$ cat config.mk
export PLATFORM = sky130hd
export DESIGN_NAME = ring_queue_with_skip_marks_top
export DESIGN_NICKNAME = d
export VERILOG_FILES = /design/src/hw/rtl/rqsm_pkg.sv /design/src/hw/rtl/rqsm_mem.sv /design/src/hw/rtl/rqsm_ctrl.sv /design/src/hw/rtl/ring_queue_with_skip_marks_top.sv
export VERILOG_INCLUDE_DIRS = /design/src /design/src/hw/rtl
export SDC_FILE = /design/constraint.sdc
export NUM_CORES = 1
export LEC_CHECK = 0
export BUFFER_PORTS_ARGS = -buffer_cell sky130_fd_sc_hd__buf_2
export CORE_MARGIN = 2
export CORE_UTILIZATION = 55
export CTS_CLUSTER_DIAMETER = 30
export DETAILED_ROUTE_END_ITERATION = 10
export GPL_ROUTABILITY_DRIVEN = 0
export GPL_TIMING_DRIVEN = 0
export PLACE_DENSITY = 0.71
export SETUP_SLACK_MARGIN = 0.05
export SLEW_MARGIN = 30
export SYNTH_ARGS = -nofsm -noshare
export SYNTH_HDL_FRONTEND = slang
export SYNTH_SLANG_ARGS = --single-unit
$ cat constraint.sdc
create_clock -name clk -period 6.5 [get_ports clk]
set_clock_uncertainty 0.2 [all_clocks]
set_input_delay 0.65 -clock clk [delete_from_list [all_inputs] [get_ports clk]]
set_output_delay 0.65 -clock clk [all_outputs]
set_load 0.005 [all_outputs]
$ cat src/hw/rtl/ring_queue_with_skip_marks_top_assert.svh
// Assertion macros shared by the ring queue with skip marks.
`ifndef RING_QUEUE_WITH_SKIP_MARKS_TOP_ASSERT_SVH
`define RING_QUEUE_WITH_SKIP_MARKS_TOP_ASSERT_SVH

// Checks that the consequent holds in the same cycle as the antecedent.
`define RQSM_CHECK_NOW(name, ante, cons, msg) \
  name: assert property (@(posedge clk) disable iff (!rst_n) (ante) |-> (cons)) \
    else $error(msg);

// Checks that the consequent holds in the cycle after the antecedent.
`define RQSM_CHECK_NEXT(name, ante, cons, msg) \
  name: assert property (@(posedge clk) disable iff (!rst_n) (ante) |=> (cons)) \
    else $error(msg);

`endif

$ cat src/hw/rtl/rqsm_pkg.sv
// Types and constants shared by the ring queue with skip marks.
`timescale 1ns / 1ps
package rqsm_pkg;

  localparam int DEPTH  = 32;
  localparam int ADDR_W = $clog2(DEPTH);
  localparam int ITEM_W = 32;
  localparam int CNT_W  = ADDR_W + 1;
  localparam int LIVE_W = 5;
  localparam int OP_W   = 2;
  localparam int ERR_W  = 2;

  typedef enum logic [OP_W-1:0] {
    OP_PUSH  = 2'd0,
    OP_POP   = 2'd1,
    OP_MARK  = 2'd2,
    OP_QUERY = 2'd3
  } op_t;

  typedef enum logic [ERR_W-1:0] {
    ERR_NONE  = 2'd0,
    ERR_FULL  = 2'd1,
    ERR_EMPTY = 2'd2
  } err_t;

  typedef enum logic [2:0] {
    S_IDLE,
    S_EXEC,
    S_POPRD,
    S_SCAN,
    S_READ,
    S_LOAD,
    S_OUT
  } state_t;

  typedef struct packed {
    logic              we;
    logic [ADDR_W-1:0] addr;
    logic [ITEM_W-1:0] data;
  } mem_wr_t;

  typedef struct packed {
    logic [ITEM_W-1:0] item;
    logic              empty;
    logic              full;
    logic [LIVE_W-1:0] live;
    logic              marked;
    logic [ADDR_W-1:0] head;
    logic [ADDR_W-1:0] tail;
    err_t              err;
  } res_t;

endpackage

$ cat src/hw/rtl/rqsm_mem.sv
// Payload memory: one write port and one registered read port.
`timescale 1ns / 1ps
module rqsm_mem (
  input  logic                      clk,
  input  rqsm_pkg::mem_wr_t         wr,
  input  logic [rqsm_pkg::ADDR_W-1:0] raddr,
  output logic [rqsm_pkg::ITEM_W-1:0] rdata
);
  import rqsm_pkg::*;

  logic [ITEM_W-1:0] mem [DEPTH];
  logic [ITEM_W-1:0] rdata_r;

  always_ff @(posedge clk) begin
    if (wr.we) begin
      mem[wr.addr] <= wr.data;
    end
  end

  always_ff @(posedge clk) begin
    rdata_r <= mem[raddr];
  end

  assign rdata = rdata_r;

endmodule

$ cat src/hw/rtl/rqsm_ctrl.sv
// Sequencer, pointers and skip marks; the skip scan steps one slot a cycle.
`timescale 1ns / 1ps
module rqsm_ctrl (
  input  logic                        clk,
  input  logic                        rst_n,
  input  logic                        in_valid,
  input  logic [rqsm_pkg::OP_W-1:0]   in_op,
  input  logic [rqsm_pkg::ITEM_W-1:0] in_data,
  input  logic [rqsm_pkg::ADDR_W-1:0] in_index,
  output logic                        in_ready,
  output logic                        res_valid,
  input  logic                        res_take,
  output rqsm_pkg::res_t              res,
  output rqsm_pkg::mem_wr_t           mem_wr,
  output logic [rqsm_pkg::ADDR_W-1:0] mem_raddr,
  input  logic [rqsm_pkg::ITEM_W-1:0] mem_rdata
);
  import rqsm_pkg::*;

  state_t            state_r, state_nxt;
  op_t               op_r, op_nxt;
  logic [ITEM_W-1:0] data_r, data_nxt;
  logic [ADDR_W-1:0] idx_r, idx_nxt;
  logic [ADDR_W-1:0] head_r, head_nxt;
  logic [ADDR_W-1:0] tail_r, tail_nxt;
  logic [DEPTH-1:0]  marks_r, marks_nxt;
  logic [CNT_W-1:0]  mcnt_r, mcnt_nxt;
  logic [ITEM_W-1:0] item_r, item_nxt;
  err_t              err_r, err_nxt;

  logic [ADDR_W-1:0] occ;
  logic [ADDR_W-1:0] head_inc;
  logic [CNT_W-1:0]  occ_ext;
  logic              is_empty;

  // Pointer arithmetic wraps naturally since the depth is a power of two.
  assign occ      = tail_r - head_r;
  assign head_inc = head_r + ADDR_W'(1);
  assign occ_ext  = {1'b0, occ};
  assign is_empty = (head_r == tail_r);

  assign mem_raddr = head_r;
  assign in_ready  = (state_r == S_IDLE);
  assign res_valid = (state_r == S_OUT);

  always_comb begin
    res.item   = item_r;
    res.empty  = is_empty;
    res.full   = (occ == ADDR_W'(DEPTH - 1));
    res.live   = (occ_ext > mcnt_r) ? LIVE_W'(occ_ext - mcnt_r) : '0;
    res.marked = marks_r[idx_r];
    res.head   = head_r;
    res.tail   = tail_r;
    res.err    = err_r;
  end

  always_comb begin
    state_nxt   = state_r;
    op_nxt      = op_r;
    data_nxt    = data_r;
    idx_nxt     = idx_r;
    head_nxt    = head_r;
    tail_nxt    = tail_r;
    marks_nxt   = marks_r;
    mcnt_nxt    = mcnt_r;
    item_nxt    = item_r;
    err_nxt     = err_r;
    mem_wr.we   = 1'b0;
    mem_wr.addr = tail_r;
    mem_wr.data = data_r;
    case (state_r)
      S_IDLE: begin
        if (in_valid) begin
          op_nxt    = op_t'(in_op);
          data_nxt  = in_data;
          idx_nxt   = in_index;
          state_nxt = S_EXEC;
        end
      end
      S_EXEC: begin
        err_nxt   = ERR_NONE;
        state_nxt = S_READ;
        case (op_r)
          OP_PUSH: begin
            if (occ == ADDR_W'(DEPTH - 1)) begin
              err_nxt = ERR_FULL;
            end else begin
              mem_wr.we = 1'b1;
              tail_nxt  = tail_r + ADDR_W'(1);
            end
          end
          OP_POP: begin
            if (is_empty) begin
              err_nxt = ERR_EMPTY;
            end else begin
              // The read of the old head lands in the next cycle.
              head_nxt  = head_inc;
              state_nxt = S_POPRD;
            end
          end
          OP_MARK: begin
            if (!marks_r[idx_r]) begin
              marks_nxt[idx_r] = 1'b1;
              mcnt_nxt         = mcnt_r + CNT_W'(1);
            end
          end
          default: begin
          end
        endcase
      end
      S_POPRD: begin
        item_nxt  = mem_rdata;
        state_nxt = S_SCAN;
      end
      S_SCAN: begin
        // Walk past marked slots one per cycle, never beyond the tail.
        if (is_empty || !marks_r[head_r]) begin
          state_nxt = S_OUT;
        end else begin
          marks_nxt[head_r] = 1'b0;
          mcnt_nxt          = mcnt_r - CNT_W'(1);
          head_nxt          = head_inc;
        end
      end
      S_READ: begin
        state_nxt = S_LOAD;
      end
      S_LOAD: begin
        item_nxt  = is_empty ? '0 : mem_rdata;
        state_nxt = S_OUT;
      end
      S_OUT: begin
        if (res_take) begin
          state_nxt = S_IDLE;
        end
      end
      default: begin
        state_nxt = S_IDLE;
      end
    endcase
  end

  always_ff @(posedge clk) begin
    if (!rst_n) begin
      state_r <= S_IDLE;
      head_r  <= '0;
      tail_r  <= '0;
      marks_r <= '0;
      mcnt_r  <= '0;
    end else begin
      state_r <= state_nxt;
      head_r  <= head_nxt;
      tail_r  <= tail_nxt;
      marks_r <= marks_nxt;
      mcnt_r  <= mcnt_nxt;
    end
  end

  always_ff @(posedge clk) begin
    op_r   <= op_nxt;
    data_r <= data_nxt;
    idx_r  <= idx_nxt;
    item_r <= item_nxt;
    err_r  <= err_nxt;
  end

endmodule

$ cat src/hw/rtl/ring_queue_with_skip_marks_top.sv
// Top level of the ring queue with skip marks: sequencer, payload memory, result register.
`timescale 1ns / 1ps
`include "ring_queue_with_skip_marks_top_assert.svh"
// A 32-slot circular queue of 32-bit words with one skip mark per slot. Each
// item (push, pop, mark or status query) yields one result describing the
// queue afterwards. A push, mark or query passes through the execute, read
// and load states; a pop goes from execute through the pop read and then
// skips the consecutive marked slots after the popped one, since the head
// pointer walks one slot per cycle through the shared increment and compare.
// The payload memory has a single registered read port on the head pointer,
// which sets the read latency. One item is processed at a time; the result
// register lets the next item be accepted while a result still waits to be taken.
module ring_queue_with_skip_marks_top (
  input  logic                        clk,
  input  logic                        rst_n,
  input  logic                        in_valid,
  output logic                        in_stall,
  input  logic [rqsm_pkg::OP_W-1:0]   in_op,
  input  logic [rqsm_pkg::ITEM_W-1:0] in_data,
  input  logic [rqsm_pkg::ADDR_W-1:0] in_index,
  output logic                        out_valid,
  input  logic                        out_stall,
  output logic [rqsm_pkg::ITEM_W-1:0] out_item,
  output logic                        out_empty_res,
  output logic                        out_full_res,
  output logic [rqsm_pkg::LIVE_W-1:0] out_live_count,
  output logic                        out_index_is_marked,
  output logic [rqsm_pkg::ADDR_W-1:0] out_head_index,
  output logic [rqsm_pkg::ADDR_W-1:0] out_tail_index,
  output logic [rqsm_pkg::ERR_W-1:0]  out_error
);
  import rqsm_pkg::*;

  logic              in_ready;
  logic              res_valid;
  logic              res_take;
  res_t              res;
  mem_wr_t           mem_wr;
  logic [ADDR_W-1:0] mem_raddr;
  logic [ITEM_W-1:0] mem_rdata;

  logic out_valid_r, out_valid_nxt;
  res_t out_res_r;

  rqsm_ctrl u_ctrl (
    .clk       (clk),
    .rst_n     (rst_n),
    .in_valid  (in_valid),
    .in_op     (in_op),
    .in_data   (in_data),
    .in_index  (in_index),
    .in_ready  (in_ready),
    .res_valid (res_valid),
    .res_take  (res_take),
    .res       (res),
    .mem_wr    (mem_wr),
    .mem_raddr (mem_raddr),
    .mem_rdata (mem_rdata)
  );

  rqsm_mem u_mem (
    .clk   (clk),
    .wr    (mem_wr),
    .raddr (mem_raddr),
    .rdata (mem_rdata)
  );

  assign in_stall = !in_ready;

  // A new result loads once the held one is taken or the register is empty.
  assign res_take = res_valid && (!out_valid_r || !out_stall);

  always_comb begin
    out_valid_nxt = out_valid_r;
    if (res_take) begin
      out_valid_nxt = 1'b1;
    end else if (out_valid_r && !out_stall) begin
      out_valid_nxt = 1'b0;
    end
  end

  always_ff @(posedge clk) begin
    if (!rst_n) begin
      out_valid_r <= 1'b0;
    end else begin
      out_valid_r <= out_valid_nxt;
    end
  end

  always_ff @(posedge clk) begin
    if (res_take) begin
      out_res_r <= res;
    end
  end

  assign out_valid           = out_valid_r;
  assign out_item            = out_res_r.item;
  assign out_empty_res       = out_res_r.empty;
  assign out_full_res        = out_res_r.full;
  assign out_live_count      = out_res_r.live;
  assign out_index_is_marked = out_res_r.marked;
  assign out_head_index      = out_res_r.head;
  assign out_tail_index      = out_res_r.tail;
  assign out_error           = out_res_r.err;

  `RQSM_CHECK_NEXT(a_busy_after_accept, in_valid && !in_stall, in_stall, "accepted item did not stall input")
  `RQSM_CHECK_NOW(a_full_err, out_valid && (out_error == ERR_FULL), out_full_res, "push rejected while not full")
  `RQSM_CHECK_NOW(a_empty_err, out_valid && (out_error == ERR_EMPTY), out_empty_res && (out_item == '0), "pop rejected with bad result")
  `RQSM_CHECK_NOW(a_empty_live, out_valid && out_empty_res, (out_live_count == '0) && (out_head_index == out_tail_index), "empty queue reports live items")

endmodule
==> impl_metrics.toml, run 1 <==
[status]
outcome = "finished, final reports clean"

[detailed_routing]
vias = 26458
drc_errors = 0
wl_per_cell_um = 34.4
via_per_inst = 6.69
dr.pass1.iters = 6
ant_nets = 0
routed_wirelength_um = 136000
drt_iter0_drc = 3976

[cts]
cts_hold_buf = 40
cts.sinks = 1233
path_clk_slew_ps = 50
clock_latency_ps = 820
clock_path_buffers = 3
post_cts_resized = 0
clockRootBuffer = "clkbuf_16"
htree_levels = 4
cts_inserted_buffers = 202
tritoncts = "yes"
cts_setup_buffers = 0

[setup_path]
r2r_start = "u_ctrl.mem_raddr[1]"
end_kind = "register"
crit_end = "u_mem.mem[17][10]"
cpMaxStageDelayCell = "nor2_4"
rrSetupSlack_ps = 440
setup.worst_path.start = "u_ctrl.mem_raddr[1]"
critPathLaunchType = "register"
worst_r2r_path_depth = 15
reg2reg_to = "u_mem.mem[17][10]"
cp_max_fo = 13
worstPathArrival_ps = 6360
path_cells = "buf_4, buf_2, clkbuf_1, buf_2, inv_1, ha_1, nor2b_1, o21a_1, nor3_1, nand4b_1, o21a_1, nand2_1, nor2_4, buf_16, buf_16"
critPathKind = "reg2reg"
max_stage_delay_ps = 760
critical_path_required_ps = 6800

[synth]
synth_async_sr_flop_share_pct = 0
synth_area_sq_mm = 0.0466
avgSynthCellArea_sq_um = 21.2
ys_types = 66
seq_area_frac_synth_pct = 77.7
synth-main-ff-cell = "edfxtp_1"
synth_edf_count = 1149
synth_warnings = 0
synthesis.nets = 2267
syn_inst = 2200
synth-seq-cells = 1233

[floorplanning]
dieWidth_um = 295
pin_count = 97
coreArea_sq_mm = 0.0837
initial_core_util_pct = 55.7
die_y_um = 295
die-area_sq_mm = 0.0870
rows = 106

[timing]
slew_viol_final = 0
setup_viol = 0
finalCriticalPeriod_ps = 6060
max_freq_ghz = 0.165
timing.final.crit_share_pct = 93.3
whs_ps = 55.4
worst_pin_slew_ps = 1120
rsz0062_at_grt = "no"
slew_headroom_pct = 25.5
final-hold-violation-count = 0

[cells_and_area]
layout.cells.non_filler = 3956
fin_nets = 2708
area_growth_pct = 26.4
drive_above_1_share_pct = 33.2

[job]
maxCapViolations = 0

[global_routing]
grt_pass1_vias = 26610
antenna_found_initial = 6
grt_max_degree = 33
grt_pass1_wl_um = 191000
grt_overflow = 0
grt_util_all_layers_pct = 31.9

[pwr]
cellLeakagePower_nw = 19.1
p_sw_share_pct = 21.2
ir_drop_uv = 248
power_density_mw_per_mm2 = 348
pwr-share-seq_pct = 43.3
combPwrFrac_pct = 1.5
p_int_mw = 16.2
switchingPower_mw = 4.34
pwr-share-clk_pct = 55.2

[worst_hold_path]
hold_class = "in2reg"

[placement]
place_inst = 3513
hpwl_um = 81700
port_buffers = 96
flip-flops by register name, summed over array words and instances (netlist names), 6 cells and up:
register	count
u_ctrl.marks_r	32
u_ctrl.data_r	32
out_item	32
u_ctrl.item_r	32
u_mem.rdata	32
u_ctrl.mcnt_r	6
u_mem.mem	1024
routing by layer:
layer	wire [um]	global-route usage, %
met5	69	0
met4	7630	16.4
met3	17500	9.71
met2	63700	49.3
met1	47000	41.3
power by group through the flow:
stage          clock network, mW  registers, mW  logic, mW
2_1_floorplan                  0           9.02      0.113
3_3_place_gp                   0           9.06      0.180
3_5_place_dp                   0           9.07      0.213
4_1_cts                     11.4           8.92      0.235
5_1_grt                     11.7           8.88      0.323
6_report                    11.3           8.87      0.305
how the worst min path moves through the flow:
stage                startpoint                 to  slack, ps  cells after the start
4_1_cts                in_valid  u_ctrl.state_r[0]         30                      3
6_report               in_valid  u_ctrl.state_r[0]         60                      3
2_1_floorplan   u_ctrl.err_r[0]       out_error[0]        200                      0
5_1_grt                in_valid  u_ctrl.state_r[0]         70                      3
3_5_place_dp   u_ctrl.item_r[5]        out_item[5]        210                      0
3_3_place_gp    u_ctrl.err_r[1]       out_error[1]        210                      0
cell type report:
class	count	area [sq um]
Sequential cell	1233	36200
Fill cell	4704	24800
Multi-Input combinational cell	828	10100
Clock buffer	230	5250
Timing Repair Buffer	237	3170
Clock inverter	154	2120
Tap cell	1134	1420
Buffer	119	564
Inverter	20	75.1
Antenna cell	1	2.50
per-stage QoR:
stage          power [mW]  area [sq um]  worst slack [ps]  util (%)  setup TNS [ps]
4_1_cts              20.5         58600               559      70.0               0
5_1_grt              20.9         58900               350      70.3               0
2_1_floorplan        9.13         46600              1200         -               0
3_3_place_gp         9.24         48500             -2850      57.9        -1568850
3_5_place_dp         9.29         50900               635      60.8               0
6_report             20.5         58900               439      70.3               0
cell usage in the layout (no fill, tap or decap), types with 34 or more instances in the layout:
master,n
bufinv_16,34
mux4_2,262
nor2b_1,38
dfxtp_1,84
a22oi_1,128
buf_16,69
clkbuf_16,203
edfxtp_1,1149
nand4_1,43
buf_2,134
clkbuf_1,64
nand2_1,45
dlygate4sd3_1,40
kinds of logic (layout without fill, tap and decap cells):
kind of cell | Yosys count | in the layout | share of synthesized area, %
compound gates | 223 | 223 | 3.59
xor+xnor | 13 | 13 | 0.261
fa+ha+maj | 24 | 24 | 0.693
buf+inv | 139 | 760 | 1.30
flops | 1233 | 1233 | 77.7
mux | 293 | 293 | 13.3
other cells | 0 | 1 | 0
simple gates | 275 | 275 | 3.12
Yosys cell counts, types with 3 or more instances:
master,instances,area (sq um)
edfxtp_1,1149,34500
a21o_1,3,22.5
buf_2,34,170
nor2_1,59,221
buf_6,3,33.8
or3_1,5,31.3
a21oi_1,12,60.1
mux2i_1,29,290
and3_1,6,37.5
ha_1,21,263
o22ai_1,4,25.0
dfxtp_1,84,1680
nand3b_1,8,60.1
nand2b_1,11,68.8
xor2_1,4,35.0
nor3_1,15,75.1
inv_1,18,67.6
nand4_1,43,269
nor3b_1,5,37.5
clkbuf_1,67,251
buf_1,9,33.8
nor2b_1,38,238
fa_1,3,60.1
a22oi_1,128,961
buf_4,4,30.0
o211ai_1,14,105
a32o_1,12,120
nand3_1,26,130
mux4_2,262,5900
o21ai_0,29,145
xnor2_1,8,70.1
nand2_1,45,169
critical path, delay by kind of cell, from the launching register on:
| kind | cells | cell delay (ps) |
|---|---|---|
| AOI/OAI and AO/OA | 2 | 490 |
| adders and majority gates | 1 | 340 |
| buffers and inverters | 7 | 2380 |
| DFF | 1 | 530 |
| and+or+nand+nor | 5 | 1800 |
No activity file was read; power rests on OpenSTA's default activity.
==> run 2: changes to the inputs <==
--- a/config.mk
+++ b/config.mk
@@ -8,12 +8,12 @@
 export LEC_CHECK = 0
 export BUFFER_PORTS_ARGS = -buffer_cell sky130_fd_sc_hd__buf_2
 export CORE_MARGIN = 2
-export CORE_UTILIZATION = 55
+export CORE_UTILIZATION = 50
 export CTS_CLUSTER_DIAMETER = 30
 export DETAILED_ROUTE_END_ITERATION = 10
 export GPL_ROUTABILITY_DRIVEN = 0
 export GPL_TIMING_DRIVEN = 0
-export PLACE_DENSITY = 0.71
+export PLACE_DENSITY = 0.66
 export SETUP_SLACK_MARGIN = 0.05
 export SLEW_MARGIN = 30
 export SYNTH_ARGS = -nofsm -noshare
==> run 2 against run 1 <==
  * Cell count grew 3.0%
  * Largest power group unchanged
  * Die area grew 9.9%
  * Critical endpoint is now u_mem.mem[26][19]
  * Critical path type unchanged
  * Flip-flop and latch count unchanged
  * Combinational power is 3% lower
  * Global-route usage shrank 3.8 points
  * Utilization decreased by 6.1 points
  * Hold slack lost 16 ps
==> impl_metrics.toml, run 2 (synthesis gave the netlist of run 1 again) <==
[status]
outcome = "finished, final reports clean"

[timing]
timing.final.crit_share_pct = 96.3
worst_pin_slew_ps = 1090
worst_slack_ps = 244
final-hold-violation-count = 0
rsz0062_at_grt = "no"
slew_viol_final = 0
slew_headroom_pct = 27.5
finalCriticalPeriod_ps = 6260
setup_tns_ps = 0
setup_viol = 0
max_freq_ghz = 0.160

[cts]
path_clk_slew_ps = 50
post_cts_resized = 0
cts_inserted_buffers = 211
cts_setup_buffers = 0
htree_levels = 4
clock_latency_ps = 790
tritoncts = "yes"
clockRootBuffer = "clkbuf_16"
cts_hold_buf = 39
cts.sinks = 1233
clock_path_buffers = 3

[global_routing]
grt_util_all_layers_pct = 28.1
grt_pass1_vias = 26033
grt_pass1_wl_um = 186000
grt_overflow = 0
antenna_found_initial = 1
grt_max_degree = 33

[worst_hold_path]
holdPathStages = 3
hold_class = "in2reg"

[setup_path]
critPathLaunchType = "register"
cp_max_fo = 10
crit_top_cell = "buf_16"
crit_family = "buffers and inverters"
cp.depth = 16
cp_num_buf_inv = 8
cpMaxStageDelayCell = "nor2_4"
critical_path_required_ps = 6770
end_kind = "register"
critPathKind = "reg2reg"
max_stage_delay_ps = 710
worst_r2r_path_depth = 16
path_cells = "buf_4, buf_2, clkbuf_1, buf_2, inv_1, ha_1, nor2b_1, o21a_1, nor3_1, nand4b_1, o21a_1, nand2_1, nor2_4, buf_16, buf_16, buf_16"
worstPathArrival_ps = 6530

[floorplanning]
pin_count = 97
dieWidth_um = 309
coreArea_sq_mm = 0.0919
rows = 111
initial_core_util_pct = 50.7
die_y_um = 309
die-area_sq_mm = 0.0956

[detailed_routing]
dr_wl_met2_um = 62400
wl_met1_um = 49600
routed_wirelength_um = 133000
drt_iter0_drc = 3911
vias = 25846
wl_per_cell_um = 32.6
dr.max_layer_used = "met4"
dr.pass1.iters = 6
drc_errors = 0
ant_nets = 0
met3WireLength_um = 15000
via_per_inst = 6.34

[cells_and_area]
drive_above_1_share_pct = 33.2
final_common_cell = "edfxtp_1"
area_growth_pct = 26.8
diodes = 0
final_util_pct = 64.2
fin_nets = 2714
layout_common_cells = "1149 x edfxtp_1, 262 x mux4_2, 215 x clkbuf_16"
largest_reg_flops = 1024
largest-register = "u_mem.mem"

[job]
maxCapViolations = 0

[pwr]
power_density_mw_per_mm2 = 349
cellLeakagePower_nw = 19.1
ir_drop_uv = 267

[placement]
dp_slack_ps = 441
port_buffers = 96
hpwl_um = 83300
-- run 2: changes by cell type in the layout (fill, tap and decap cells not counted), moves of 5 or more --
cell,previous run,this run
clkbuf_1,64,69
inv_6,12,17
clkbuf_16,203,215
clkinv_4,33,18
clkinv_16,10,3
clkinv_2,26,34
-- run 2: path summary, 6_finish.rpt --
check,start,slack [ps],end
worst max-delay path,u_ctrl.mem_raddr[1],240,u_mem.mem[26][19]
worst min-delay path,rst_n,40,u_ctrl.state_r[0]
worst min register to register,u_ctrl.item_r[10],190,out_item[10]
worst max register to register,u_ctrl.mem_raddr[1],240,u_mem.mem[26][19]
-- run 2: metrics by stage --
| stage | power, mW | hold slack [ps] | cells | cell area (sq um) |
|---|---|---|---|---|
| 2_1_floorplan | 9.13 | 200 | 2200 | 46600 |
| 3_3_place_gp | 9.24 | 205 | 3539 | 48600 |
| 3_5_place_dp | 9.29 | 205 | 3622 | 51000 |
| 4_1_cts | 20.7 | 8.14 | 4058 | 58800 |
| 5_1_grt | 21.1 | 35.0 | 4074 | 59100 |
| 6_report | 20.6 | 39.7 | 4074 | 59100 |
-- run 2: per-layer routing --
layer,track usage (%),vias to the layer above
li1,-,10205
met5,0,-
met3,7.42,354
met2,43.7,1875
met1,37.7,13412
met4,12.5,0
-- run 2: final cells by class --
cell class	count	area [sq um]
buffer	119	567
clock buffer	247	5550
clock inverter	150	1900
fill	5967	32900
inverter	20	75.1
multi-input combinational	828	10100
sequential	1233	36200
tap	1243	1560
timing repair buffer	234	3150
-- run 2: tightest hold or removal path: stages --
cell and delay (ps):
buf_2 120, o21ai_0 130, a21oi_1 70
-- run 2: where the power goes --
part,switching (mW),internal [mW]
clock network,3.97,7.46
logic,0.181,0.116
registers,0.0959,8.78
